<file path="src/sv/rect_to_polar_converter_macros.svh">
// ----------------------------------------------------------------------------
// Rectangular-to-polar converter: assertion macros
// Shared helpers for the concurrent checks of the converter.
// ----------------------------------------------------------------------------
`ifndef RECT_TO_POLAR_CONVERTER_MACROS_SVH
`define RECT_TO_POLAR_CONVERTER_MACROS_SVH

// Same-cycle implication, disabled during reset.
`define RTP_ASSERT_IMPL(label, clk, rst_n, ante, cons, msg) \
  label: assert property (@(posedge clk) disable iff (!(rst_n)) (ante) |-> (cons)) \
    else $error(msg);

// Next-cycle implication, disabled during reset.
`define RTP_ASSERT_NEXT(label, clk, rst_n, ante, cons, msg) \
  label: assert property (@(posedge clk) disable iff (!(rst_n)) (ante) |=> (cons)) \
    else $error(msg);

`endif

</file>
<file path="src/sv/rtp_pkg.sv">
// ----------------------------------------------------------------------------
// rtp_pkg
// Types and constants of the rectangular-to-polar converter.
// ----------------------------------------------------------------------------
package rtp_pkg;

  localparam int unsigned DataWidth  = 16;
  localparam int unsigned GuardBits  = 10;
  localparam int unsigned GrowthBits = 3;
  localparam int unsigned XyWidth    = DataWidth + GuardBits + GrowthBits;
  localparam int unsigned ZWidth     = 34;
  localparam int unsigned AngleFrac  = 30;
  localparam int unsigned PhaseFrac  = 13;
  localparam int unsigned PhaseWidth = 16;
  localparam int unsigned GainWidth  = 20;
  localparam int unsigned GainFrac   = 20;
  localparam int unsigned AtanLen    = 32;

  localparam logic [GainWidth-1:0]         GainQ20    = 20'd636757;
  localparam logic signed [ZWidth-1:0]     PiQ30      = 34'sd3373259426;
  localparam logic signed [PhaseWidth-1:0] PiQ13      = 16'sd25736;
  localparam logic signed [PhaseWidth-1:0] HalfPiQ13  = 16'sd12868;

  // atan(2^-i) in radians, Q30, truncated
  localparam logic [31:0] AtanQ30 [AtanLen] = '{
    32'h3243F6A8, 32'h1DAC6705, 32'h0FADBAFC, 32'h07F56EA6,
    32'h03FEAB76, 32'h01FFD55B, 32'h00FFFAAA, 32'h007FFF55,
    32'h003FFFEA, 32'h001FFFFD, 32'h000FFFFF, 32'h0007FFFF,
    32'h0003FFFF, 32'h0001FFFF, 32'h0000FFFF, 32'h00007FFF,
    32'h00003FFF, 32'h00001FFF, 32'h00000FFF, 32'h000007FF,
    32'h000003FF, 32'h000001FF, 32'h000000FF, 32'h0000007F,
    32'h0000003F, 32'h0000001F, 32'h0000000F, 32'h00000007,
    32'h00000003, 32'h00000001, 32'h00000000, 32'h00000000
  };

  typedef struct packed {
    logic signed [DataWidth-1:0] real_part;
    logic signed [DataWidth-1:0] imag_part;
  } rtp_sample_t;

  typedef struct packed {
    logic [DataWidth-1:0]         magnitude;
    logic signed [PhaseWidth-1:0] phase_angle;
  } rtp_result_t;

  // Phase forced by an axis-aligned sample
  typedef enum logic [2:0] {
    OvrNone,
    OvrZero,
    OvrPi,
    OvrHalfPi,
    OvrNegHalfPi
  } rtp_ovr_e;

  typedef struct packed {
    logic                     valid;
    rtp_ovr_e                 ovr;
    logic signed [XyWidth-1:0] x;
    logic signed [XyWidth-1:0] y;
    logic signed [ZWidth-1:0]  z;
  } rtp_stage_t;

endpackage

</file>
<file path="src/sv/rtp_post.sv">
// ----------------------------------------------------------------------------
// rtp_post
// Gain compensation, phase rounding/saturation and the result register.
// ----------------------------------------------------------------------------
module rtp_post (
  input  logic                clk_i,
  input  logic                rst_ni,
  input  rtp_pkg::rtp_stage_t  stage_i,
  output logic                done_o,
  output rtp_pkg::rtp_result_t result_o
);
  import rtp_pkg::*;

  localparam int unsigned MagWidth   = XyWidth - 1;
  localparam int unsigned ProdWidth  = MagWidth + GainWidth;
  localparam int unsigned MagShift   = GuardBits + GainFrac;
  localparam int unsigned PhaseShift = AngleFrac - PhaseFrac;

  localparam logic [ProdWidth-1:0]     MagRound   = ProdWidth'(1) << (MagShift - 1);
  localparam logic signed [ZWidth-1:0] PhaseRound = ZWidth'(1) << (PhaseShift - 1);
  localparam logic signed [ZWidth-1:0] PiWide     = ZWidth'(PiQ13);

  logic [MagWidth-1:0]          x_mag;
  logic [ProdWidth-1:0]         prod_d, prod_q, mag_sum;
  logic signed [ZWidth-1:0]     z_rnd;
  logic signed [ZWidth-1:0]     p_full;
  logic signed [PhaseWidth-1:0] phase_sat, phase_d, phase_q;
  logic                         valid_q, done_q;
  rtp_result_t                  result_d, result_q;

  // stage A: gain multiply, phase rounding, saturation and axis override
  assign x_mag  = stage_i.x[XyWidth-1] ? '0 : stage_i.x[MagWidth-1:0];
  assign prod_d = ProdWidth'(x_mag) * ProdWidth'(GainQ20);
  assign z_rnd  = stage_i.z + PhaseRound;
  assign p_full = z_rnd >>> PhaseShift;

  always_comb begin
    if (p_full > PiWide)       phase_sat = PiQ13;
    else if (p_full < -PiWide) phase_sat = -PiQ13;
    else                       phase_sat = p_full[PhaseWidth-1:0];

    unique case (stage_i.ovr)
      OvrNone:      phase_d = phase_sat;
      OvrZero:      phase_d = '0;
      OvrPi:        phase_d = PiQ13;
      OvrHalfPi:    phase_d = HalfPiQ13;
      OvrNegHalfPi: phase_d = -HalfPiQ13;
      default:      phase_d = phase_sat;
    endcase
  end

  // stage B: round the magnitude
  assign mag_sum              = prod_q + MagRound;
  assign result_d.magnitude   = mag_sum[MagShift +: DataWidth];
  assign result_d.phase_angle = phase_q;

  always_ff @(posedge clk_i or negedge rst_ni) begin
    if (!rst_ni) begin
      valid_q <= 1'b0;
      done_q  <= 1'b0;
    end else begin
      valid_q <= stage_i.valid;
      done_q  <= valid_q;
    end
  end

  always_ff @(posedge clk_i) begin
    prod_q   <= prod_d;
    phase_q  <= phase_d;
    result_q <= result_d;
  end

  assign done_o   = done_q;
  assign result_o = result_q;

endmodule
</file>
<file path="config.mk">
export PLATFORM = sky130hd
export DESIGN_NAME = rtp_post
export DESIGN_NICKNAME = d
export VERILOG_FILES = /design/src/sv/rect_to_polar_converter_macros.svh /design/src/sv/rtp_pkg.sv /design/src/sv/rtp_post.sv
export SDC_FILE = /design/constraint.sdc
export NUM_CORES = 1
export LEC_CHECK = 0
export BUFFER_PORTS_ARGS = -buffer_cell sky130_fd_sc_hd__buf_2
export CAP_MARGIN = 20
export CORE_ASPECT_RATIO = 1.2
export CORE_UTILIZATION = 25
export CTS_CLUSTER_SIZE = 10
export DETAILED_ROUTE_END_ITERATION = 10
export GPL_TIMING_DRIVEN = 0
export PLACE_DENSITY = 0.36
export REMOVE_ABC_BUFFERS = 1
export SYNTH_ARGS = -nofsm -noshare
export SYNTH_HDL_FRONTEND = slang
export SYNTH_SLANG_ARGS = --single-unit
</file>
<file path="constraint.sdc">
create_clock -name clk_i -period 2.7 [get_ports clk_i]
set_input_delay 0 -clock clk_i [delete_from_list [all_inputs] [get_ports clk_i]]
set_output_delay 0 -clock clk_i [all_outputs]
set_load 0.01 [all_outputs]
</file>
==> impl_metrics.json <==
{
  "outcome": "complete, but fails checks",
  "violations": "setup timing",
  "finalWeightedCongestion": 0.7968,
  "period_needed_ps": 5929,
  "worstSkewPairLatency_ps": 330,
  "initial_core_util": 0.2529,
  "grt_busiest_layer": "met2",
  "clock-sinks": 67,
  "dieArea_sq_um": 52750,
  "dp_cells": 2035,
  "synth_edf_count": 0,
  "p_per_area_nw_per_um2": 1086,
  "setup_viol": 17,
  "ioPinCount": 131,
  "grt_pass1_vias": 9958,
  "vias": 9011,
  "drt_wl_total_um": 36190,
  "hold_path_depth": 3,
  "rows": 91,
  "slew_headroom": 0.5742,
  "critPathCaptureType": "flip-flop",
  "hold_class": "input port to flip-flop",
  "crit_type": "input port to flip-flop",
  "die-width_um": 209.8,
  "worstHoldStart": "stage_i[18]",
  "clk_pin_slew_ps": 50,
  "cts_tree": "done",
  "dp_hpwl_um": 30290,
  "cts_buffers": 9,
  "max_cap_violations": 0,
  "syn_avg_cell_area_sq_um": 9.729,
  "grt-ovfl-total": 0,
  "hold_viol_final": 0,
  "rsz0062_at_grt": "yes",
  "report.final.slew_viol_count": 0,
  "clockBufferDepth": 2,
  "p_leak_nw": 7.973,
  "grt_pass1_wl_um": 57150,
  "rrSetupSlack_ps": 1050,
  "finalWorstSetupSlack_ps": -3229,
  "drive_gt1_frac": 0.2267,
  "syn_area_sq_um": 12960,
  "synth_warnings": 0,
  "die_height_um": 251.4,
  "drtPass1Iterations": 4,
  "grtUsageMet3": 0.01074,
  "grt_use_met1": 0.1770,
  "design.core.area_sq_um": 51240,
  "drt_iter0_drc": 252,
  "antennaDiodeCount": 0,
  "final_nets": 2016,
  "grt_use_met2": 0.2682,
  "instances_no_fill": 2124,
  "postRouteAntennaNets": 0,
  "syn_to_final_growth_pct": 22.57,
  "post-route-period-util": 2.196,
  "clockRootBuffer": "clkbuf_16",
  "drc": 0,
  "synthCells": 1332,
  "grt_max_degree": 26,
  "r2r-end": "result_o[31]",
  "h-tree-depth": 3,
  "post-place-ws_ps": -5520,
  "antenna_found_initial": 0,
  "hold_path_end": "phase_q[1]",
  "ys_seq_area_frac": 0.1043,
  "fmax_mhz": 168.7,
  "ys_ff_latch": 67,
  "path_max_fanout": 7,
  "r2r-start": "prod_q[31]",
  "worstSetupStartpointType": "input port",
  "arrival_ps": 6190,
  "async_reset_ff_frac": 0.02985,
  "portBuffers": 85,
  "detail_route.wl_per_cell_um": 17.04,
  "worst_ep_required_time_ps": 2960,
  "ir_worst_vdd_mv": 0.9597,
  "grt.total_usage": 0.1431,
  "routed_via_density": 4.242,
  "worst_pin_slew_ps": 635.3,
  "synthDistinctLibCells": 63,
  "synth_flop_cell": "dfxtp_1",
  "ff2ff_path_depth": 5,
  "utilization": 0.3100,
  "fin_skew_ps": 4.064
}
[metal layers]
metal,up-vias,wire length [um]
met5,-,0
met4,0,673
met3,27,614
met2,99,19490
met1,4461,15410
li1,4424,-
[worst max-delay path by stage]
stage / slack, ps / from / cells after the start / endpoint
finish: -3230 / stage_i[91] / 25 / prod_q[39]
detailed placement: -5520 / stage_i[91] / 25 / prod_q[45]
global route: -3440 / stage_i[78] / 26 / prod_q[39]
global placement: -6020 / stage_i[91] / 23 / prod_q[45]
floorplan: -3210 / stage_i[91] / 21 / prod_q[39]
CTS: -3260 / stage_i[91] / 25 / prod_q[39]
[cells in the mapped netlist (2+ instances only)]
| library cell | n | area [sq um] |
|---|---|---|
| a21oi_1 | 32 | 160.2 |
| nand2b_1 | 14 | 87.58 |
| a21o_1 | 14 | 105.1 |
| or2_2 | 6 | 37.54 |
| a311oi_1 | 2 | 17.52 |
| nor2_1 | 56 | 210.2 |
| clkbuf_2 | 3 | 15.01 |
| o21a_1 | 5 | 37.54 |
| and3b_1 | 2 | 17.52 |
| inv_1 | 325 | 1220 |
| dfrtp_1 | 2 | 50.05 |
| nand2_1 | 31 | 116.4 |
| a21boi_0 | 2 | 15.01 |
| ha_1 | 232 | 2903 |
| or3_1 | 2 | 12.51 |
| o21bai_1 | 2 | 15.01 |
| o21ai_0 | 20 | 100.1 |
| xnor2_1 | 81 | 709.4 |
| nor2b_1 | 26 | 162.7 |
| a211oi_1 | 5 | 37.54 |
| nor3_1 | 17 | 85.08 |
| a31o_2 | 2 | 17.52 |
| clkbuf_1 | 27 | 101.4 |
| and2_1 | 27 | 168.9 |
| a31oi_1 | 8 | 50.05 |
| fa_1 | 218 | 4364 |
| o211ai_1 | 5 | 37.54 |
| buf_2 | 4 | 20.02 |
| o22ai_1 | 3 | 18.77 |
| dfxtp_1 | 65 | 1301 |
| nand4_1 | 13 | 81.33 |
| buf_1 | 2 | 7.510 |
| a221o_1 | 3 | 30.03 |
| nand3_1 | 17 | 85.08 |
| xor2_1 | 22 | 192.7 |
| a221oi_1 | 2 | 17.52 |
| and3_1 | 6 | 37.54 |
| maj3_1 | 4 | 40.04 |
[registers in the layout, indices dropped and copies added (netlist names)]
| name | count |
|---|---|
| phase_q | 16 |
| done_o | 1 |
| valid_q | 1 |
| result_o | 32 |
| prod_q | 17 |
[through the flow]
step	instance area (sq um)	setup TNS [ps]	hold WS (ps)	power (mW)
2_1_floorplan	12810	-50640	-295.6	9.711
4_1_cts	15580	-50980	41.42	16.57
3_5_place_dp	14100	-84520	-208.8	12.92
3_3_place_gp	14050	-92800	-215.3	13.00
6_report	15880	-50950	66.84	17.24
5_1_grt	15880	-54340	63.59	19.59
[critical path, stage by stage]
cell,delay [ps]
buf_16,130
buf_16,160
nand2b_4,170
fa_1,480
fa_1,540
fa_2,550
inv_2,40
fa_1,530
fa_1,440
fa_1,510
inv_2,40
fa_1,510
inv_2,40
ha_4,200
a21o_1,150
a21o_1,160
a22oi_2,200
buf_12,150
nand4_1,110
buf_6,160
and3b_2,230
o21a_4,230
o21a_1,180
nor2_1,120
xnor2_1,130
[where the power goes]
part / internal [mW] / switching [mW]
clock: 0.738 / 0.424
combinational: 6.66 / 7.85
sequential: 1.39 / 0.185
[layout by cell type, fill, tap and decap left out, drive strengths merged, types with 3 or more instances in the layout]
cell | Yosys | routed
nand3 | 17 | 17
clkbuf | 30 | 13
a21oi | 33 | 33
and3 | 6 | 6
nor2 | 57 | 57
nor3 | 18 | 18
and2 | 28 | 28
fa | 218 | 218
o21ai | 20 | 20
maj3 | 5 | 5
nand4 | 14 | 14
o211ai | 5 | 5
xor2 | 22 | 22
or2 | 7 | 7
nand2 | 32 | 32
a211oi | 5 | 5
nor4 | 3 | 3
a21o | 14 | 14
clkinvlp | 0 | 9
dlygate4sd3 | 0 | 5
buf | 6 | 152
o21a | 5 | 5
inv | 326 | 320
a221o | 3 | 3
nor2b | 26 | 26
o22ai | 3 | 3
a31oi | 9 | 9
nand2b | 14 | 14
ha | 232 | 232
a31o | 3 | 3
xnor2 | 81 | 81
dfxtp | 65 | 65
[cell families (layout without fill, tap and decap cells)]
kind of cell	count (synthesis)	in the layout	synth area share
DFF	67	67	0.1043
adders and majority gates	455	455	0.5647
AOI/OAI and AO/OA	114	114	0.05909
and+or+nand+nor	231	231	0.09675
xor gates and xnor gates	103	103	0.06961
buffers and inverters	362	503	0.1055
[repair_timing]
item	4_1_cts	5_1_grt
hold buffers	5	0
setup buffers	51	14
endpoints found under the hold margin	7	0
cloned	3	1
resized for setup	160	44
pin swaps	57	34
setup endpoints to repair	17	17
[cell type report]
class	instances	area, sq um
clock buffers	10	239.0
clock inverters	6	63.81
fillers	5459	35350
inverters	326	1252
multi-input cells	903	10920
flip-flops and latches	67	1351
well taps	651	814.5
repair buffers	161	1246
Power figures use the tool's default switching activity.
