## config.mk

```make
export PLATFORM = sky130hd
export DESIGN_NAME = rtp_fold
export DESIGN_NICKNAME = d
export VERILOG_FILES = /design/src/sv/rect_to_polar_converter_macros.svh /design/src/sv/rtp_pkg.sv /design/src/sv/rtp_fold.sv
export SDC_FILE = /design/constraint.sdc
export NUM_CORES = 1
export LEC_CHECK = 0
export ABC_CLOCK_PERIOD_IN_PS = 1000
export BUFFER_PORTS_ARGS = -buffer_cell sky130_fd_sc_hd__buf_2
export CAP_MARGIN = 10
export CORE_AREA = 2 2 69 84
export CTS_CLUSTER_SIZE = 14
export DETAILED_ROUTE_END_ITERATION = 7
export DIE_AREA = 0 0 71 86
export GPL_ROUTABILITY_DRIVEN = 0
export PLACE_DENSITY = 0.88
export SLEW_MARGIN = 20
export SYNTH_ARGS = -nofsm -noshare
export SYNTH_HDL_FRONTEND = slang
export SYNTH_SLANG_ARGS = --single-unit
```

## constraint.sdc

```tcl
create_clock -name clk_i -period 1 [get_ports clk_i]
set_input_delay 0.05 -clock clk_i [delete_from_list [all_inputs] [get_ports clk_i]]
set_output_delay 0.05 -clock clk_i [all_outputs]
set_load 0.01 [all_outputs]
```

## src/sv/rect_to_polar_converter_macros.svh

```systemverilog
// ----------------------------------------------------------------------------
// Rectangular-to-polar converter: assertion macros
// Shared helpers for the concurrent checks of the converter.
// ----------------------------------------------------------------------------
`ifndef RECT_TO_POLAR_CONVERTER_MACROS_SVH
`define RECT_TO_POLAR_CONVERTER_MACROS_SVH

// Same-cycle implication, disabled during reset.
`define RTP_ASSERT_IMPL(label, clk, rst_n, ante, cons, msg) \
  label: assert property (@(posedge clk) disable iff (!(rst_n)) (ante) |-> (cons)) \
    else $error(msg);

// Next-cycle implication, disabled during reset.
`define RTP_ASSERT_NEXT(label, clk, rst_n, ante, cons, msg) \
  label: assert property (@(posedge clk) disable iff (!(rst_n)) (ante) |=> (cons)) \
    else $error(msg);

`endif

```

## src/sv/rtp_pkg.sv

```systemverilog
// ----------------------------------------------------------------------------
// rtp_pkg
// Types and constants of the rectangular-to-polar converter.
// ----------------------------------------------------------------------------
package rtp_pkg;

  localparam int unsigned DataWidth  = 16;
  localparam int unsigned GuardBits  = 10;
  localparam int unsigned GrowthBits = 3;
  localparam int unsigned XyWidth    = DataWidth + GuardBits + GrowthBits;
  localparam int unsigned ZWidth     = 34;
  localparam int unsigned AngleFrac  = 30;
  localparam int unsigned PhaseFrac  = 13;
  localparam int unsigned PhaseWidth = 16;
  localparam int unsigned GainWidth  = 20;
  localparam int unsigned GainFrac   = 20;
  localparam int unsigned AtanLen    = 32;

  localparam logic [GainWidth-1:0]         GainQ20    = 20'd636757;
  localparam logic signed [ZWidth-1:0]     PiQ30      = 34'sd3373259426;
  localparam logic signed [PhaseWidth-1:0] PiQ13      = 16'sd25736;
  localparam logic signed [PhaseWidth-1:0] HalfPiQ13  = 16'sd12868;

  // atan(2^-i) in radians, Q30, truncated
  localparam logic [31:0] AtanQ30 [AtanLen] = '{
    32'h3243F6A8, 32'h1DAC6705, 32'h0FADBAFC, 32'h07F56EA6,
    32'h03FEAB76, 32'h01FFD55B, 32'h00FFFAAA, 32'h007FFF55,
    32'h003FFFEA, 32'h001FFFFD, 32'h000FFFFF, 32'h0007FFFF,
    32'h0003FFFF, 32'h0001FFFF, 32'h0000FFFF, 32'h00007FFF,
    32'h00003FFF, 32'h00001FFF, 32'h00000FFF, 32'h000007FF,
    32'h000003FF, 32'h000001FF, 32'h000000FF, 32'h0000007F,
    32'h0000003F, 32'h0000001F, 32'h0000000F, 32'h00000007,
    32'h00000003, 32'h00000001, 32'h00000000, 32'h00000000
  };

  typedef struct packed {
    logic signed [DataWidth-1:0] real_part;
    logic signed [DataWidth-1:0] imag_part;
  } rtp_sample_t;

  typedef struct packed {
    logic [DataWidth-1:0]         magnitude;
    logic signed [PhaseWidth-1:0] phase_angle;
  } rtp_result_t;

  // Phase forced by an axis-aligned sample
  typedef enum logic [2:0] {
    OvrNone,
    OvrZero,
    OvrPi,
    OvrHalfPi,
    OvrNegHalfPi
  } rtp_ovr_e;

  typedef struct packed {
    logic                     valid;
    rtp_ovr_e                 ovr;
    logic signed [XyWidth-1:0] x;
    logic signed [XyWidth-1:0] y;
    logic signed [ZWidth-1:0]  z;
  } rtp_stage_t;

endpackage

```

## src/sv/rtp_fold.sv

```systemverilog
// ----------------------------------------------------------------------------
// rtp_fold
// Input register: folds the sample into the right half plane and scales it.
// ----------------------------------------------------------------------------
module rtp_fold (
  input  logic                clk_i,
  input  logic                rst_ni,
  input  logic                accept_i,
  input  rtp_pkg::rtp_sample_t sample_i,
  output rtp_pkg::rtp_stage_t  stage_o
);
  import rtp_pkg::*;

  logic signed [XyWidth-1:0] re_ext, im_ext;
  logic                      re_neg, im_neg;
  rtp_stage_t                stage_d, stage_q;

  assign re_ext = XyWidth'(sample_i.real_part);
  assign im_ext = XyWidth'(sample_i.imag_part);
  assign re_neg = sample_i.real_part[DataWidth-1];
  assign im_neg = sample_i.imag_part[DataWidth-1];

  always_comb begin
    stage_d.valid = accept_i;
    stage_d.x     = (re_neg ? -re_ext : re_ext) <<< GuardBits;
    stage_d.y     = (re_neg ? -im_ext : im_ext) <<< GuardBits;
    // pi offset rides in the angle accumulator from the start
    if (!re_neg)     stage_d.z = '0;
    else if (im_neg) stage_d.z = -PiQ30;
    else             stage_d.z = PiQ30;

    priority if (sample_i.real_part == '0) begin
      if (sample_i.imag_part == '0) stage_d.ovr = OvrZero;
      else if (im_neg)              stage_d.ovr = OvrNegHalfPi;
      else                          stage_d.ovr = OvrHalfPi;
    end else if (sample_i.imag_part == '0) begin
      stage_d.ovr = re_neg ? OvrPi : OvrZero;
    end else begin
      stage_d.ovr = OvrNone;
    end
  end

  always_ff @(posedge clk_i or negedge rst_ni) begin
    if (!rst_ni) begin
      stage_q <= '0;
    end else begin
      stage_q <= stage_d;
    end
  end

  assign stage_o = stage_q;

endmodule

```

==> results of run 1 <==
layout make-up:
type | instances | area share
Timing Repair Buffer | 158 | 0.308
Inverter | 6 | 0.0112
Tap cell | 62 | 0.0232
Sequential cell | 45 | 0.337
Clock buffer | 6 | 0.0247
Clock inverter | 2 | 0.00412
Multi-Input combinational cell | 125 | 0.291
metal layers:
layer | part of all wire | wire, um | global-route usage
met2 | 0.55 | 2770 | 0.300
met1 | 0.37 | 1870 | 0.188
met5 | 0 | 0 | 0
met4 | 0.020 | 102 | 0.0652
met3 | 0.059 | 295 | 0.0400
stage by stage:
stage	hold slack (ns)	worst slack [ns]
2_1_floorplan	-0.246	-0.449
3_3_place_gp	0.0404	-0.626
3_5_place_dp	0.0493	-0.659
4_1_cts	0.0234	-0.249
5_1_grt	0.0320	-0.295
6_report	0.0321	-0.259
Yosys cell counts, drive strengths merged:
cell and n:
conb 1, ha 4, o31ai 6, nand4b 1, dfrtp 45, o21a 1, nor4 5, nand2 13
xnor2 21, nand2b 3, or3 2, or4 3, a21oi 2, o21ai 13, nand3 2, clkbuf 3
xor2 6, nor3 4, o41ai 4, buf 52, and4 1, a21bo 1, and2 1, inv 6
nor3b 2, nor2 6
critical path, delay by kind of cell:
| kind | cells | cell delay [ns] |
|---|---|---|
| AOI/OAI and AO/OA | 1 | 0.05 |
| and+or+nand+nor | 4 | 0.92 |
| adders and majority gates | 2 | 0.29 |
| buffers and inverters | 2 | 0.15 |
power groups by stage:
stage,Clock (mW),Combinational [mW],Sequential [mW]
floorplan,0,0.436,2.14
global placement,0,0.898,2.05
detailed placement,0,0.922,2.05
CTS,1.19,0.967,2.02
global route,1.27,1.11,2.03
finish,1.14,1.02,2.01
logic make-up (layout without fill, tap and decap cells):
group,Yosys count,count (layout),share of synthesized area
buffers and inverters,61,172,0.184
AOI/OAI and AO/OA,27,27,0.0861
and+or+nand+nor,43,43,0.109
DFF,45,45,0.493
adders and majority gates,4,4,0.0219
other,1,24,0.00164
xor gates and xnor gates,27,27,0.104
worst paths after layout:
path	to	slack (ns)	cells past startpoint
max	stage_o[92]	-0.26	9
min in group asynchronous	stage_o[82]	0.28	3
max in group asynchronous	stage_o[31]	0.49	3
min	stage_o[46]	0.03	2
repair_timing:
action | 4_1_cts | 5_1_grt
hold buffers | 6 | 0
endpoints found under the hold margin | 51 | 0
pin swaps | 7 | 5
gates resized for setup | 17 | 21
endpoints found under the setup margin | 46 | 50
setup buffers | 4 | 3
==> results.cfg, run 1 <==
[pwr]
p_total_mw = 4.17
clockPowerShare = 0.273
switching_share = 0.279
p_int_mw = 3.01
leakage_nw = 1.67
ir_drop_uv = 704
seqPwrFrac = 0.482
p_comb_frac = 0.245
p_per_area_nw_per_um2 = 1250
p_sw_mw = 1.16

[sta]
fin_setup_tns_ns = -3.40
slew_violations = 0
hold_violations = 0
rsz0062_at_grt = yes
clock.fmax_ghz = 0.795
setup_viol = 42
fin_ws_ns = -0.259
min_period_over_period = 1.26
layout_min_cycle_time_ns = 1.26

[yosys]
synth_cells = 208
synth_area_um2 = 2280
synth_top_area_share = 0.493
synthDistinctLibCells = 32
syn_avg_cell_area_um2 = 11.0
yosysTopAreaCell = dfrtp_1
ys_seq_elements = 45
ys_warn_count = 0
yosysSeqAreaShare = 0.493
yosys-top-cells-area = dfrtp_1 (49%), buf_4 (17%), xnor2_1 (8.1%)

[detailed_routing]
routedWlPerCell_um = 12.5
route.detailed.drc = 0
vias = 1871
drt_wl_total_um = 5030
ant_nets = 0
vias_per_cell = 4.63
drtPass1Iterations = 4
drt_iter0_drc = 31

[die]
fp.dieW_um = 71
dieHeight_um = 86
initial_core_util = 0.434
core.rowCount = 29
io_pins = 131
die_area_um2 = 6110
core_um2 = 5260

[setup_path]
slowest_stage = or3_4
cp_cell_sequence = buf_8, inv_4, ha_4, nor3b_4, nand4b_1, or3_4, ha_4, nand2b_4, o31ai_4
crit_start = sample_i[0]
cp_common_cell = ha_4
critPathMaxStageDelay_ns = 0.44
crit_type = in2reg
start_kind = input port
worstPathRequired_ns = 1.20
worst_setup_path_end_kind = flop
path_max_fanout = 4
cp_data_arrival_time_ns = 1.46

[layout]
final_cell_mix = buf_2 (97), dfrtp_1 (44), buf_4 (40), conb_1 (24), xnor2_1 (21)
fin_cells = 404
syn2layout_area_growth_pct = 46.5
fin_util = 0.635
seqCellArea_um2 = 1130
layout-drive-gt1-share = 0.541
layout_commonest_cell = buf_2
multi_input_comb_area_um2 = 973
antennaDiodeCount = 0
fin_area_um2 = 3340
fillers = 449
largest_reg_flops = 45
final_nets = 380

[min_path]
min-delay-start = sample_i[2]
hold_path_class = in2reg

[grt]
grt_pass1_vias = 1788
grt_overflow_total = 0
grt_use_total = 0.166
antenna_found_initial = 0
grt_max_degree = 46
grt_pass1_wl_um = 8000

[job]
max_cap_viol_count = 0

[cts]
clk_pin_slew_ns = 0.09
cts_tree = built
numCtsBuffers = 5
cts_max_path_buffers = 2
cts_root_buf = clkbuf_8
cts_max_level = 2
cts.sinks = 45

[placement]
port_buffers = 109
dp_hpwl_um = 3810
place_area_um2 = 2990
placedCellCount = 387

[status]
violations = setup timing
status = complete, but fails checks
(Power assumes the default switching activity.)
==> run 2: changes to the inputs <==
--- a/config.mk
+++ b/config.mk
@@ -13,7 +13,9 @@
 export DETAILED_ROUTE_END_ITERATION = 7
 export DIE_AREA = 0 0 71 86
 export GPL_ROUTABILITY_DRIVEN = 0
+export MAX_ROUTING_LAYER = met4
 export PLACE_DENSITY = 0.88
+export REMOVE_ABC_BUFFERS = 1
 export SLEW_MARGIN = 20
 export SYNTH_ARGS = -nofsm -noshare
 export SYNTH_HDL_FRONTEND = slang
==> constraint.sdc (replaced) <==
create_clock -name clk_i -period 1 [get_ports clk_i]
set_input_delay 0.15 -clock clk_i [delete_from_list [all_inputs] [get_ports clk_i]]
set_output_delay 0.15 -clock clk_i [all_outputs]
set_load 0.01 [all_outputs]
==> results.cfg, run 2 (same netlist as run 1, synthesis figures left out) <==
[cts]
cts_max_path_buffers = 2
numCtsBuffers = 5
cts.sinks = 45
cts_max_level = 2
cts_tree = built
cts_root_buf = clkbuf_8
clk_pin_slew_ns = 0.08

[die]
initial_core_util = 0.434
io_pins = 131
dieHeight_um = 86
die_area_um2 = 6110
core_um2 = 5260
fp.dieW_um = 71
core.rowCount = 29

[setup_path]
start_kind = input port
path_max_fanout = 3
cp_data_arrival_time_ns = 1.61
crit_type = in2reg
worst_setup_path_end_kind = flop
worstPathRequired_ns = 1.18

[pwr]
p_sw_mw = 1.26
p_comb_frac = 0.254
leakage_nw = 1.76
p_int_mw = 3.23
switching_share = 0.280
clockPowerShare = 0.295
ir_drop_uv = 594
seqPwrFrac = 0.451
p_per_area_nw_per_um2 = 1260

[grt]
grt_overflow_total = 0
antenna_found_initial = 0
grt_use_total = 0.203
grt_pass1_vias = 1926
grt_pass1_wl_um = 9120
grt_max_degree = 35

[placement]
placedCellCount = 385
port_buffers = 109
dp_hpwl_um = 4190
pre_cts_slack_ns = -1.02

[status]
violations = setup timing
status = complete, but fails checks

[sta]
setup_viol = 46
hold_violations = 0
rsz0062_at_grt = yes
slew_violations = 0
min_period_over_period = 1.43
fin_setup_tns_ns = -8.40
fin_ws_ns = -0.428
clock.fmax_ghz = 0.700
layout_min_cycle_time_ns = 1.43

[layout]
layout_commonest_cell = buf_2
final_nets = 381
largest_reg_flops = 45
fin_util = 0.679
antennaDiodeCount = 0
fin_cells = 404
layout-drive-gt1-share = 0.602
final_cell_mix = buf_2 (88), dfrtp_1 (43), buf_4 (38), buf_6 (27), conb_1 (24)
syn2layout_area_growth_pct = 56.5

[detailed_routing]
ant_nets = 0
vias = 1991
vias_per_cell = 4.93
route.detailed.drc = 0
routedWlPerCell_um = 16.0
drt_wl_total_um = 6450
drtPass1Iterations = 4
drt_iter0_drc = 101

[job]
max_cap_viol_count = 0

[min_path]
hold_path_class = in2reg
[run 2: cell count changes in the layout (fill, tap and decap cells not counted), sizes merged]
cell,change
buf,+5
clkinv,-1
clkbuf,-1
dlygate4sd3,-4
bufinv,+1
[run 2: worst paths after layout]
check	to	slack, ns	cells after the start	start
worst max-delay path	stage_o[57]	-0.43	7	sample_i[0]
max in group asynchronous	stage_o[32]	0.22	3	rst_ni
worst min-delay path	stage_o[73]	0.007	1	sample_i[16]
min in group asynchronous	stage_o[54]	0.29	2	rst_ni
[run 2: repair_timing]
item                                   CTS  global route
pin swaps                               13            14
resized for setup                       66            29
hold buffers                             2             0
buffers inserted                        19             2
endpoints found under the hold margin   12             0
setup endpoints to repair               55            57
[run 2: layer usage]
metal | global-route usage | vias up | routed length (um)
met1 | 0.184 | 950 | 2110
met5 | - | - | 0
met4 | 0.0892 | 0 | 276
met2 | 0.396 | 130 | 3530
li1 | - | 888 | -
met3 | 0.0447 | 23 | 531
[run 2: per-stage QoR]
| stage | hold WS, ns | power [mW] | instance area, um^2 |
|---|---|---|---|
| after floorplan | -0.146 | 2.40 | 1970 |
| after global placement | 0.0423 | 2.93 | 2920 |
| after detailed placement | 0.0568 | 2.97 | 2920 |
| after CTS | 0.00813 | 4.44 | 3430 |
| after global routing | 0.00385 | 4.68 | 3570 |
| final | 0.00699 | 4.49 | 3570 |
[run 2: worst max-delay path, cell delays in order]
cell and delay, ns:
buf_8 0.10, buf_6 0.11, or4_4 0.55, o41ai_4 0.28, buf_4 0.20, o21ai_2 0.07, xor2_1 0.15
[run 2: area by class of cell]
type,count,area [um^2]
multi-input combinational,125,1110
tap,62,77.6
clock buffer,5,68.8
sequential,45,1130
inverter,6,27.5
clock inverter,2,35.0
fill,365,1690
timing repair buffer,159,1120
[run 2: power groups by stage]
stage / sequential (mW) / clock [mW] / combinational (mW)
after floorplan: 2.18 / 0 / 0.223
after global placement: 2.05 / 0 / 0.884
after detailed placement: 2.06 / 0 / 0.912
after CTS: 2.02 / 1.35 / 1.07
after global routing: 2.04 / 1.43 / 1.22
final: 2.02 / 1.33 / 1.14
