$ cat config.mk
export PLATFORM = sky130hd
export DESIGN_NAME = rtp_cell
export DESIGN_NICKNAME = d
export VERILOG_FILES = /design/src/sv/rect_to_polar_converter_macros.svh /design/src/sv/rtp_pkg.sv /design/src/sv/rtp_cell.sv
export SDC_FILE = /design/constraint.sdc
export NUM_CORES = 1
export LEC_CHECK = 0
export BUFFER_PORTS_ARGS = -buffer_cell sky130_fd_sc_hd__buf_2
export CAP_MARGIN = 30
export CORE_ASPECT_RATIO = 0.9
export CORE_MARGIN = 3
export CORE_UTILIZATION = 30
export CTS_CLUSTER_DIAMETER = 120
export CTS_CLUSTER_SIZE = 14
export DETAILED_ROUTE_END_ITERATION = 8
export SYNTH_ARGS = -nofsm -noshare
export SYNTH_HDL_FRONTEND = slang
export SYNTH_SLANG_ARGS = --single-unit
$ cat constraint.sdc
create_clock -name clk_i -period 0.8 [get_ports clk_i]
set_input_delay 0.12 -clock clk_i [delete_from_list [all_inputs] [get_ports clk_i]]
set_output_delay 0.12 -clock clk_i [all_outputs]
set_load 0.05 [all_outputs]
$ cat src/sv/rect_to_polar_converter_macros.svh
// ----------------------------------------------------------------------------
// Rectangular-to-polar converter: assertion macros
// Shared helpers for the concurrent checks of the converter.
// ----------------------------------------------------------------------------
`ifndef RECT_TO_POLAR_CONVERTER_MACROS_SVH
`define RECT_TO_POLAR_CONVERTER_MACROS_SVH

// Same-cycle implication, disabled during reset.
`define RTP_ASSERT_IMPL(label, clk, rst_n, ante, cons, msg) \
  label: assert property (@(posedge clk) disable iff (!(rst_n)) (ante) |-> (cons)) \
    else $error(msg);

// Next-cycle implication, disabled during reset.
`define RTP_ASSERT_NEXT(label, clk, rst_n, ante, cons, msg) \
  label: assert property (@(posedge clk) disable iff (!(rst_n)) (ante) |=> (cons)) \
    else $error(msg);

`endif

$ cat src/sv/rtp_pkg.sv
// ----------------------------------------------------------------------------
// rtp_pkg
// Types and constants of the rectangular-to-polar converter.
// ----------------------------------------------------------------------------
package rtp_pkg;

  localparam int unsigned DataWidth  = 16;
  localparam int unsigned GuardBits  = 10;
  localparam int unsigned GrowthBits = 3;
  localparam int unsigned XyWidth    = DataWidth + GuardBits + GrowthBits;
  localparam int unsigned ZWidth     = 34;
  localparam int unsigned AngleFrac  = 30;
  localparam int unsigned PhaseFrac  = 13;
  localparam int unsigned PhaseWidth = 16;
  localparam int unsigned GainWidth  = 20;
  localparam int unsigned GainFrac   = 20;
  localparam int unsigned AtanLen    = 32;

  localparam logic [GainWidth-1:0]         GainQ20    = 20'd636757;
  localparam logic signed [ZWidth-1:0]     PiQ30      = 34'sd3373259426;
  localparam logic signed [PhaseWidth-1:0] PiQ13      = 16'sd25736;
  localparam logic signed [PhaseWidth-1:0] HalfPiQ13  = 16'sd12868;

  // atan(2^-i) in radians, Q30, truncated
  localparam logic [31:0] AtanQ30 [AtanLen] = '{
    32'h3243F6A8, 32'h1DAC6705, 32'h0FADBAFC, 32'h07F56EA6,
    32'h03FEAB76, 32'h01FFD55B, 32'h00FFFAAA, 32'h007FFF55,
    32'h003FFFEA, 32'h001FFFFD, 32'h000FFFFF, 32'h0007FFFF,
    32'h0003FFFF, 32'h0001FFFF, 32'h0000FFFF, 32'h00007FFF,
    32'h00003FFF, 32'h00001FFF, 32'h00000FFF, 32'h000007FF,
    32'h000003FF, 32'h000001FF, 32'h000000FF, 32'h0000007F,
    32'h0000003F, 32'h0000001F, 32'h0000000F, 32'h00000007,
    32'h00000003, 32'h00000001, 32'h00000000, 32'h00000000
  };

  typedef struct packed {
    logic signed [DataWidth-1:0] real_part;
    logic signed [DataWidth-1:0] imag_part;
  } rtp_sample_t;

  typedef struct packed {
    logic [DataWidth-1:0]         magnitude;
    logic signed [PhaseWidth-1:0] phase_angle;
  } rtp_result_t;

  // Phase forced by an axis-aligned sample
  typedef enum logic [2:0] {
    OvrNone,
    OvrZero,
    OvrPi,
    OvrHalfPi,
    OvrNegHalfPi
  } rtp_ovr_e;

  typedef struct packed {
    logic                     valid;
    rtp_ovr_e                 ovr;
    logic signed [XyWidth-1:0] x;
    logic signed [XyWidth-1:0] y;
    logic signed [ZWidth-1:0]  z;
  } rtp_stage_t;

endpackage

$ cat src/sv/rtp_cell.sv
// ----------------------------------------------------------------------------
// rtp_cell
// One registered CORDIC vectoring micro-rotation by atan(2^-SHIFT).
// ----------------------------------------------------------------------------
module rtp_cell #(
  parameter int unsigned SHIFT = 0
) (
  input  logic               clk_i,
  input  logic               rst_ni,
  input  rtp_pkg::rtp_stage_t stage_i,
  output rtp_pkg::rtp_stage_t stage_o
);
  import rtp_pkg::*;

  localparam logic signed [ZWidth-1:0] Angle = ZWidth'(AtanQ30[SHIFT]);

  logic signed [XyWidth-1:0] xs, ys;
  rtp_stage_t                stage_d, stage_q;

  assign xs = stage_i.x >>> SHIFT;
  assign ys = stage_i.y >>> SHIFT;

  always_comb begin
    stage_d = stage_i;
    if (!stage_i.y[XyWidth-1]) begin
      stage_d.x = stage_i.x + ys;
      stage_d.y = stage_i.y - xs;
      stage_d.z = stage_i.z + Angle;
    end else begin
      stage_d.x = stage_i.x - ys;
      stage_d.y = stage_i.y + xs;
      stage_d.z = stage_i.z - Angle;
    end
  end

  always_ff @(posedge clk_i or negedge rst_ni) begin
    if (!rst_ni) begin
      stage_q <= '0;
    end else begin
      stage_q <= stage_d;
    end
  end

  assign stage_o = stage_q;

endmodule

==> flow_metrics.tcl, run 1 <==
set metrics [dict create \
    status "finished, violations left" \
    violations "setup timing" \
    crit_slowest_cell "fa_2" \
    setup_ws_ns -1.554 \
    hold_viol_final 0 \
    antenna_found_initial 0 \
    largest_reg_flops 95 \
    num_antenna_cells 0 \
    synth_edf_count 0 \
    die_w_um 187.6 \
    synth_flop_cell "dfrtp_1" \
    max_slew_margin_pct 66.56 \
    area_growth_pct 79.99 \
    routabilityCongestion 0.9140 \
    ir_worst_vdd_uv 1039 \
    avgSynthCellArea_um2 8.731 \
    dieArea_um2 31790 \
    ant_nets 0 \
    cp.required_ns 1.08 \
    vias_per_cell 4.868 \
    syn_inst 1020 \
    path_cells "buf_12 > buf_6 > ha_4 > fa_2 > nor2b_4 > o21ai_4 > nand4_1 > a31oi_4 > o21bai_4 > a311oi_2 > buf_4 > o211ai_1 > nand3_1 > xnor2_1" \
    route.vias.total 9795 \
    io_buffer_count 193 \
    drc 0 \
    arrival_ns 2.63 \
    tightestPinTransition_ns 0.5016 \
    period_share_pct 294.3 \
    syn-num-nets 1244 \
    synth_largest_area_cell "dfrtp_1" \
    fmax_mhz 424.7 \
    yosys-top-cells-area "dfrtp_1, ha_1, xnor2_1" \
    max-cap-violations 0 \
    utilization_pct 55.11 \
    cts_made_buffers 9 \
    drt_pass1_iterations 5 \
    cts_tree "done" \
    htreeDepth 3 \
    hold_slack_ns 0.05104 \
    coreArea_um2 29090 \
    ys_seq_area_share_pct 26.69 \
    grt_pass1_vias 10090 \
    end_kind "register" \
    syn_area_um2 8906 \
    crit_type "in2reg" \
    die_y_um 169.5 \
    wl_per_cell_um 16.84 \
    start_util_pct 30.62 \
    rows 59 \
    grt_pass1_wl_mm 52.80 \
    min_path_type "in2reg" \
    grt_usage_pct 20.49 \
    slowest_delay_ns 0.35 \
    synth_cell_types 87 \
    async_flop_share_pct 100.0 \
    power.total_mw 27.23 \
    p_leak_nw 7.591 \
    first_iter_violations 509 \
    grt_max_degree 49 \
    rsz0062_at_grt "true" \
    synth.top_cell.area_share_pct 26.69 \
    cts.sinks 95 \
    yosysWarnings 0 \
    io_pins 194 \
    crit_fanout 4 \
    ys_ff_latch 95 \
    clk_path_buf_depth 2 \
    wirelength_mm 33.88 \
    cts_root_buffer "clkbuf_16" \
    final_nets 1835 \
    post-dp-hpwl_mm 26.22 \
    clk_pin_slew_ns 0.07 \
    overflow 0 \
    setup_viol 180 \
    cellPowerDensity_nw_per_um2 1699 \
    worstSetupStartpointType "primary input" \
    period_minus_slack_ns 2.354 \
    slew_viol_final 0 \
    layout-drive-gt1-share_pct 54.08 \
]
-- area by class of cell --
cell class	count	area [um^2]
Inverter	96	421.7
Fill cell	2542	13060
Multi-Input combinational cell	788	7317
Clock buffer	11	242.7
Clock inverter	5	63.81
Timing Repair Buffer	621	5111
Sequential cell	95	2379
Tap cell	396	495.5
-- stage by stage --
| step | cells | setup WS, ns | area [um^2] | TNS (ns) |
|---|---|---|---|---|
| 2_1_floorplan | 1020 | -1.578 | 9559 | -88.35 |
| 3_3_place_gp | 1945 | -1.994 | 13600 | -120.57 |
| 3_5_place_dp | 1945 | -2.093 | 13600 | -123.04 |
| 4_1_cts | 1995 | -1.556 | 15500 | -104.68 |
| 5_1_grt | 2012 | -1.634 | 16030 | -115.91 |
| 6_report | 2012 | -1.554 | 16030 | -107.43 |
-- report_power, final --
| part | internal (mW) | switching [mW] | leakage, nW | total (mW) |
|---|---|---|---|---|
| Combinational | 7.13 | 9.02 | 6.34 | 16.1 |
| Clock | 2.54 | 2.05 | 0.147 | 4.59 |
| Sequential | 5.80 | 0.685 | 1.10 | 6.49 |
-- worst paths after layout --
kind / slack [ns] / end / cells after the start / from
max in group asynchronous: 0.23 / stage_o[61]$_DFF_PN0_ / 3 / rst_ni
max: -1.55 / stage_o[91]$_DFF_PN0_ / 14 / stage_i[34]
min: 0.05 / stage_o[34]$_DFF_PN0_ / 3 / stage_i[63]
min in group asynchronous: 0.15 / stage_o[35]$_DFF_PN0_ / 2 / rst_ni
-- cell usage in the layout (no fill, tap or decap), types with 6 or more instances in the layout --
master,instances
ha_4,31
nand3_1,13
buf_12,6
a21o_1,30
mux2i_1,8
nor3_2,12
nand2_1,51
nor3_1,14
o21ai_2,22
o21ai_0,20
nor2_1,67
buf_4,372
a21oi_2,30
a21oi_4,10
xnor2_2,11
ha_1,88
o211ai_1,11
inv_2,13
nand4_1,11
dlygate4sd3_1,9
inv_1,73
a211o_1,7
o21ai_1,15
xor2_1,12
o21a_1,13
clkbuf_16,9
buf_2,86
nand2b_1,14
o21bai_1,12
xnor2_1,53
buf_6,145
dfrtp_1,94
nor2b_1,10
a21oi_1,60
-- per-layer routing --
metal	global-route usage [%]	vias to the layer above	wire length [um]
met3	2.705	48	1586
met5	0	-	0
met1	27.17	4681	15120
met4	6.654	0	823
met2	34.75	299	16350
li1	-	4767	-
-- cells in the mapped netlist (all sizes together), types with 5 or more instances --
cell       n
a2111oi    5
a31oi      8
nor3      27
o21a      15
o21bai    16
a21o      30
o31a       5
clkbuf    15
inv       96
dfrtp     95
nand4     11
buf       26
a311oi     5
xnor2     65
and3       6
mux2i     12
nor2      73
a211oi     8
nand3     14
o31ai     12
a21oi    100
ha       122
nand2b    16
o311ai     5
nor4       5
o21ai     62
a211o      7
and2       7
nand2     57
a21boi     6
xor2      13
o211ai    14
nor2b     15
-- worst max-delay path: cells and delay by family --
family	cells	cell delay (ns)
fa+ha+maj	2	0.51
buf+inv	3	0.41
compound gates	5	0.97
xor+xnor	1	0.11
simple gates	3	0.50
-- cell families (layout without fill, tap and decap cells) --
group / after synthesis / in the layout / share of synthesized area, %
buffers and inverters: 137 / 733 / 6.420
AO/OA/AOI/OAI: 325 / 325 / 26.10
multiplexers: 12 / 12 / 1.349
AND/OR/NAND/NOR: 247 / 247 / 13.73
flip-flops: 95 / 95 / 26.69
XOR/XNOR: 78 / 78 / 7.671
adder cells (fa/ha/maj): 126 / 126 / 18.04
-- timing repair --
action | CTS | global route
endpoints found under the setup margin | 180 | 180
setup buffers | 26 | 22
endpoints found under the hold margin | 103 | 0
pin swaps | 115 | 82
gates resized for setup | 349 | 84
hold buffers | 9 | 0
Power figures use the tool's default switching activity.
==> run 2: changes to the inputs <==
- CORE_MARGIN: 3 -> default
==> run 2 against run 1 <==
The run still ends with setup timing left. Die area down 4.4%. Setup slack better by 0.030 ns. First-iteration DRC count up 6.7%. Total power down 1.6%. Critical endpoint is now stage_o[79]$_DFF_PN0_. Largest cell class unchanged. Largest power group unchanged.
==> flow_metrics.tcl, run 2 (synthesis gave the netlist of run 1 again) <==
set metrics [dict create \
    io_pins 194 \
    grt_max_degree 51 \
    crit_type "in2reg" \
    max-cap-violations 0 \
    max_slew_margin_pct 60.00 \
    final_cell_mix "buf_4, buf_6, dfrtp_1, ha_1, buf_2" \
    path_cells "buf_12 > buf_6 > ha_4 > fa_2 > nor2b_4 > o21ai_2 > nand4_1 > a31oi_4 > o21bai_4 > a211o_1 > mux2i_1 > o211ai_1" \
    post-dp-hpwl_mm 25.69 \
    antenna_found_initial 1 \
    ir_worst_vdd_uv 1019 \
    routabilityCongestion 0.9247 \
    setup_ws_ns -1.524 \
    wirelength_mm 33.80 \
    largest_reg_flops 95 \
    grt_pass1_wl_mm 50.52 \
    final_common_cell "buf_4" \
    hold_depth 3 \
    fmax_mhz 430.2 \
    die_w_um 183.6 \
    hold_viol_final 0 \
    rsz0062_at_grt "true" \
    hold_slack_ns 0.01872 \
    num_antenna_cells 0 \
    vias_per_cell 4.851 \
    htreeDepth 3 \
    cts_made_buffers 9 \
    place_ws_ns -2.032 \
    area_growth_pct 79.50 \
    status "finished, violations left" \
    io_buffer_count 193 \
    drt_pass1_iterations 5 \
    min_from "stage_i[63]" \
    cts_tree "done" \
    clk_pin_slew_ns 0.08 \
    start_util_pct 30.62 \
    crit_slowest_cell "a31oi_4" \
    rows 59 \
    dieArea_um2 30380 \
    arrival_ns 2.56 \
    cts.sinks 95 \
    drc 0 \
    violations "setup timing" \
    worstSetupStartpointType "primary input" \
    final_nets 1827 \
    ant_nets 0 \
    end_kind "register" \
    wl_per_cell_um 16.87 \
    p_leak_nw 7.553 \
    layout-drive-gt1-share_pct 53.73 \
    clk_path_buf_depth 2 \
    first_iter_violations 543 \
    tightestPinTransition_ns 0.6000 \
    slew_viol_final 0 \
    overflow 0 \
    period_minus_slack_ns 2.324 \
    grt_pass1_vias 9863 \
    grt_usage_pct 21.19 \
    crit_fanout 5 \
    cts_root_buffer "clkbuf_16" \
    critPathLaunch "stage_i[34]" \
    slowest_delay_ns 0.38 \
    cellPowerDensity_nw_per_um2 1676 \
    period_share_pct 290.6 \
    min_path_type "in2reg" \
    cp.required_ns 1.04 \
    route.vias.total 9722 \
    die_y_um 165.5 \
    setup_viol 180 \
    coreArea_um2 29090 \
]
[run 2: cell count changes in the layout (fill, tap and decap cells not counted), moves of 4 or more]
cell / before / now
nor3_2: 12 / 8
o21ai_4: 5 / 9
buf_6: 145 / 138
a21oi_1: 60 / 56
a21oi_2: 30 / 34
buf_4: 372 / 366
[run 2: through the flow]
step	TNS, ns	instance area (um^2)	util, %	instances	power, mW
floorplan	-88.35	9559	-	1020	14.49
global placement	-120.76	13530	46.50	1939	19.33
detailed placement	-122.01	13530	46.50	1939	19.47
CTS	-106.27	15370	52.86	1991	26.09
global route	-114.18	15990	54.96	2004	27.96
finish	-106.63	15990	54.96	2004	26.79
[run 2: final cells by class]
class | count | area [um^2]
clock inverter | 6 | 46.29
sequential | 95 | 2379
tap | 396 | 495.5
timing repair buffer | 612 | 5077
timing repair inverter | 1 | 11.26
multi-input combinational | 788 | 7313
clock buffer | 10 | 229.0
inverter | 96 | 435.4
fill | 2527 | 13100
[run 2: path summary, 6_finish.rpt]
check                                   endpoint  slack, ns
min in group asynchronous  stage_o[31]$_DFF_PN0_       0.30
min                        stage_o[34]$_DFF_PN0_       0.02
max in group asynchronous  stage_o[41]$_DFF_PN0_       0.13
max                        stage_o[79]$_DFF_PN0_      -1.52
[run 2: critical path: cells and delay by family]
kind,cells,cell delay [ns]
multiplexers,1,0.22
AO/OA/AOI/OAI,5,1.08
adder cells (fa/ha/maj),2,0.49
AND/OR/NAND/NOR,2,0.41
buffers and inverters,2,0.23
[run 2: power breakdown]
part | total [mW] | internal [mW] | switching [mW]
clock network | 4.23 | 2.14 | 2.09
registers | 6.48 | 5.80 | 0.682
logic | 16.1 | 7.04 | 9.04
[run 2: repair_timing]
item | in CTS | in global routing
setup endpoints to repair | 180 | 180
hold endpoints to repair | 104 | 0
gates cloned | 0 | 1
pin swaps | 114 | 116
hold buffers | 9 | 0
setup buffers | 33 | 26
resized for setup | 337 | 113
[run 2: routing by layer]
layer,routed length [um],global-route usage [%]
met5,17,0
met4,692,6.212
met3,1582,2.917
met2,16580,36.97
met1,14930,27.14
==> run 3: changes to the inputs <==
--- a/config.mk
+++ b/config.mk
@@ -9,2 +9,4 @@
 export CAP_MARGIN = 30
+export CELL_PAD_IN_SITES_DETAIL_PLACEMENT = 2
+export CELL_PAD_IN_SITES_GLOBAL_PLACEMENT = 2
 export CORE_ASPECT_RATIO = 0.9
@@ -14,2 +16,3 @@
 export DETAILED_ROUTE_END_ITERATION = 8
+export PLACE_DENSITY_LB_ADDON = 0.1
 export SYNTH_ARGS = -nofsm -noshare
--- a/constraint.sdc
+++ b/constraint.sdc
@@ -3,2 +3,2 @@
 set_output_delay 0.12 -clock clk_i [all_outputs]
-set_load 0.05 [all_outputs]
+set_load 0.01 [all_outputs]
==> run 3 against run 2 <==
The flow now stops in global routing. Synthesized cell count unchanged. Synthesized area unchanged.
==> flow_metrics.tcl, run 3 <==
set metrics [dict create \
    status "aborted with a tool error" \
    cts_root_buffer "clkbuf_16" \
    ys_ff_latch 95 \
    synth_cell_types 87 \
    crit_endpoint "stage_o[60]$_DFF_PN0_/D" \
    post-place-cells 1939 \
    synth_edf_count 0 \
    async_flop_share_pct 100.0 \
    routabilityCongestion 0.8543 \
    synth.top_cell.area_share_pct 26.69 \
    cts.sinks 95 \
    yosysWarnings 0 \
    yosysMostFrequentCell "ha_1" \
    syn_area_um2 8906 \
    synth_largest_area_cell "dfrtp_1" \
    firstError "[ERROR GRT-0232] Routing congestion too high. Check the congestion heatmap in the GUI." \
    grt_max_degree 50 \
    grt_usage_pct 78.91 \
    avgSynthCellArea_um2 8.731 \
    lastStage "global routing" \
    htreeDepth 3 \
    syn_inst 1020 \
    post-dp-hpwl_mm 32.89 \
    rows 59 \
    dpl-instance-area_um2 13550 \
    start_util_pct 30.62 \
    cts_made_buffers 9 \
    ys_seq_area_share_pct 26.69 \
    die_w_um 183.6 \
    syn-num-nets 1244 \
    io_pins 194 \
    yosys-top-cells-area "dfrtp_1, ha_1, xnor2_1" \
    die_y_um 165.5 \
    netlist_top_cells_count "ha_1, a21oi_1, dfrtp_1" \
    overflow 260 \
    antenna_found_initial 2 \
    clk_path_buf_depth 2 \
    synth_flop_cell "dfrtp_1" \
    io_buffer_count 193 \
    worst-ep-kind "register data pin" \
]
## run 3: cell counts after synthesis
No cell type changed its count.
## run 3: kinds of logic after synthesis
| logic type | share of synthesized area (%) |
|---|---|
| XOR/XNOR | 7.671 |
| flip-flops | 26.69 |
| adder cells (fa/ha/maj) | 18.04 |
| multiplexers | 1.349 |
| buffers and inverters | 6.420 |
| AND/OR/NAND/NOR | 13.73 |
| AO/OA/AOI/OAI | 26.10 |
## run 3: per-layer routing
layer | overflow | global-route usage (%)
met5 | 0 | 18.33
met4 | 122 | 87.39
met3 | 2 | 62.08
met2 | 135 | 96.95
met1 | 1 | 77.01
## run 3: through the flow
step	hold WS (ns)	setup WS, ns
floorplan	-0.1756	-1.578
global placement	0.01625	-2.023
detailed placement	0.01700	-2.157
CTS	0.008500	-1.550
## run 3: what timing repair did
action	in CTS
hold buffers	9
setup endpoints to repair	180
endpoints found under the hold margin	104
resized for setup	261
pin swaps	149
setup buffers	46
==> run 4: changes to the inputs <==
- CELL_PAD_IN_SITES_DETAIL_PLACEMENT: 2 -> default
- CELL_PAD_IN_SITES_GLOBAL_PLACEMENT: 2 -> default
- CORE_ASPECT_RATIO: 0.9 -> default
- CORE_UTILIZATION: 30 -> 20
- CTS_CLUSTER_DIAMETER: 120 -> default
- CTS_CLUSTER_SIZE: 14 -> default
- PLACE_DENSITY_LB_ADDON: 0.1 -> 0.15
==> run 4 against run 3 <==
The flow now finishes, with violations (setup timing).
==> flow_metrics.tcl, run 4 (synthesis gave the netlist of run 1 again) <==
set metrics [dict create \
    period_minus_slack_ns 2.361 \
    rsz0062_at_grt "true" \
    route.vias.total 9537 \
    vias_per_cell 4.321 \
    violations "setup timing" \
    worstHoldEndpoint "stage_o[4]$_DFF_PN0_" \
    cts_tree "done" \
    cp.required_ns 1.09 \
    grt_max_degree 49 \
    cts.sinks 95 \
    hold_depth 2 \
    dieArea_um2 45380 \
    power.total_mw 23.65 \
    clk_path_buf_depth 2 \
    io_buffer_count 193 \
    wirelength_mm 36.18 \
    hold_slack_ns 0.01846 \
    cellPowerDensity_nw_per_um2 1451 \
    coreArea_um2 43460 \
    arrival_ns 2.65 \
    overflow 0 \
    start_util_pct 20.49 \
    multi_input_area_um2 7649 \
    p_leak_nw 7.600 \
    period_share_pct 295.1 \
    tightestPinTransition_ns 0.5139 \
    post-dp-hpwl_mm 29.00 \
    utilization_pct 37.51 \
    ir_worst_vdd_uv 985.9 \
    crit_fanout 4 \
    rows 76 \
    fillers 4479 \
    wl_per_cell_um 16.39 \
    area_growth_pct 83.02 \
    grt_usage_pct 16.00 \
    htreeDepth 3 \
    status "finished, violations left" \
    setup_ws_ns -1.561 \
    slew_viol_final 0 \
    layout-drive-gt1-share_pct 56.41 \
    hold_viol_final 0 \
    largest_reg_flops 95 \
    cts_root_buffer "clkbuf_16" \
    clk_pin_slew_ns 0.08 \
    first_iter_violations 350 \
    routabilityCongestion 0.8124 \
    antenna_found_initial 1 \
    max_slew_margin_pct 65.74 \
    ant_nets 0 \
    end_kind "register" \
    drc 0 \
    place_ws_ns -2.157 \
    min_path_type "in2reg" \
    die_y_um 213.0 \
    fmax_mhz 423.5 \
    crit_type "in2reg" \
    drt_pass1_iterations 5 \
    final_cell_mix "buf_4, buf_2, dfrtp_1, ha_1, buf_6" \
    worstSetupStartpointType "primary input" \
    max-cap-violations 0 \
    grt_pass1_wl_mm 54.61 \
    setup_viol 180 \
    die_w_um 213.0 \
    final_common_cell "buf_4" \
    cts_made_buffers 9 \
    grt_pass1_vias 9830 \
    seq_area_um2 2379 \
    final_nets 1841 \
    io_pins 194 \
    num_antenna_cells 0 \
    min_from "stage_i[3]" \
]
-- run 4: where the power goes --
| part | leakage (nW) | switching [mW] | internal [mW] |
|---|---|---|---|
| Sequential | 1.10 | 0.507 | 5.79 |
| Combinational | 6.34 | 6.02 | 6.46 |
| Clock | 0.155 | 2.38 | 2.49 |
-- run 4: layer usage --
layer  GRT usage [%]  share of wire [%]
met3           2.397                3.5
met1           20.92                 46
met2           27.09                 49
met5               0              0.030
met4           4.515                1.4
-- run 4: worst max-delay path, stage by stage --
cell	delay (ns)
buf_12	0.11
buf_6	0.12
ha_4	0.16
fa_2	0.36
nor2b_4	0.15
o21ai_2	0.19
nand4_1	0.25
a31oi_4	0.34
o21bai_4	0.11
buf_12	0.14
a311oi_4	0.29
o211ai_1	0.13
o31ai_1	0.09
nor3_1	0.08
-- run 4: repair_timing --
action | 4_1_cts | 5_1_grt
cloned | 0 | 0
setup endpoints to repair | 179 | 180
hold buffers | 11 | 0
setup buffers | 35 | 35
resized for setup | 199 | 141
endpoints found under the hold margin | 107 | 0
pin swaps | 127 | 118
-- run 4: how the worst max path moves through the flow --
stage	start	to	slack [ns]	cells after the start
3_3_place_gp	stage_i[34]	stage_o[54]$_DFF_PN0_	-2.09	13
5_1_grt	stage_i[34]	stage_o[91]$_DFF_PN0_	-1.60	14
6_report	stage_i[34]	stage_o[89]$_DFF_PN0_	-1.56	14
2_1_floorplan	stage_i[62]	stage_o[33]$_DFF_PN0_	-1.58	14
4_1_cts	stage_i[34]	stage_o[79]$_DFF_PN0_	-1.49	13
3_5_place_dp	stage_i[34]	stage_o[54]$_DFF_PN0_	-2.16	13
-- run 4: cell type report --
cell class,count,share of cell area (%)
inverters,96,2.587
multi-input cells,788,46.93
clock inverters,7,0.5450
clock buffers,9,1.382
well taps,585,4.491
repair buffers,627,29.48
flip-flops and latches,95,14.59
-- run 4: stage by stage --
step           cells  TNS (ns)  instance area (um^2)
6_report        2207   -103.27                 16300
5_1_grt         2207   -111.53                 16300
4_1_cts         2182   -104.55                 15410
3_5_place_dp    2130   -126.89                 13790
3_3_place_gp    2130   -126.22                 13790
2_1_floorplan   1020    -88.34                  9550
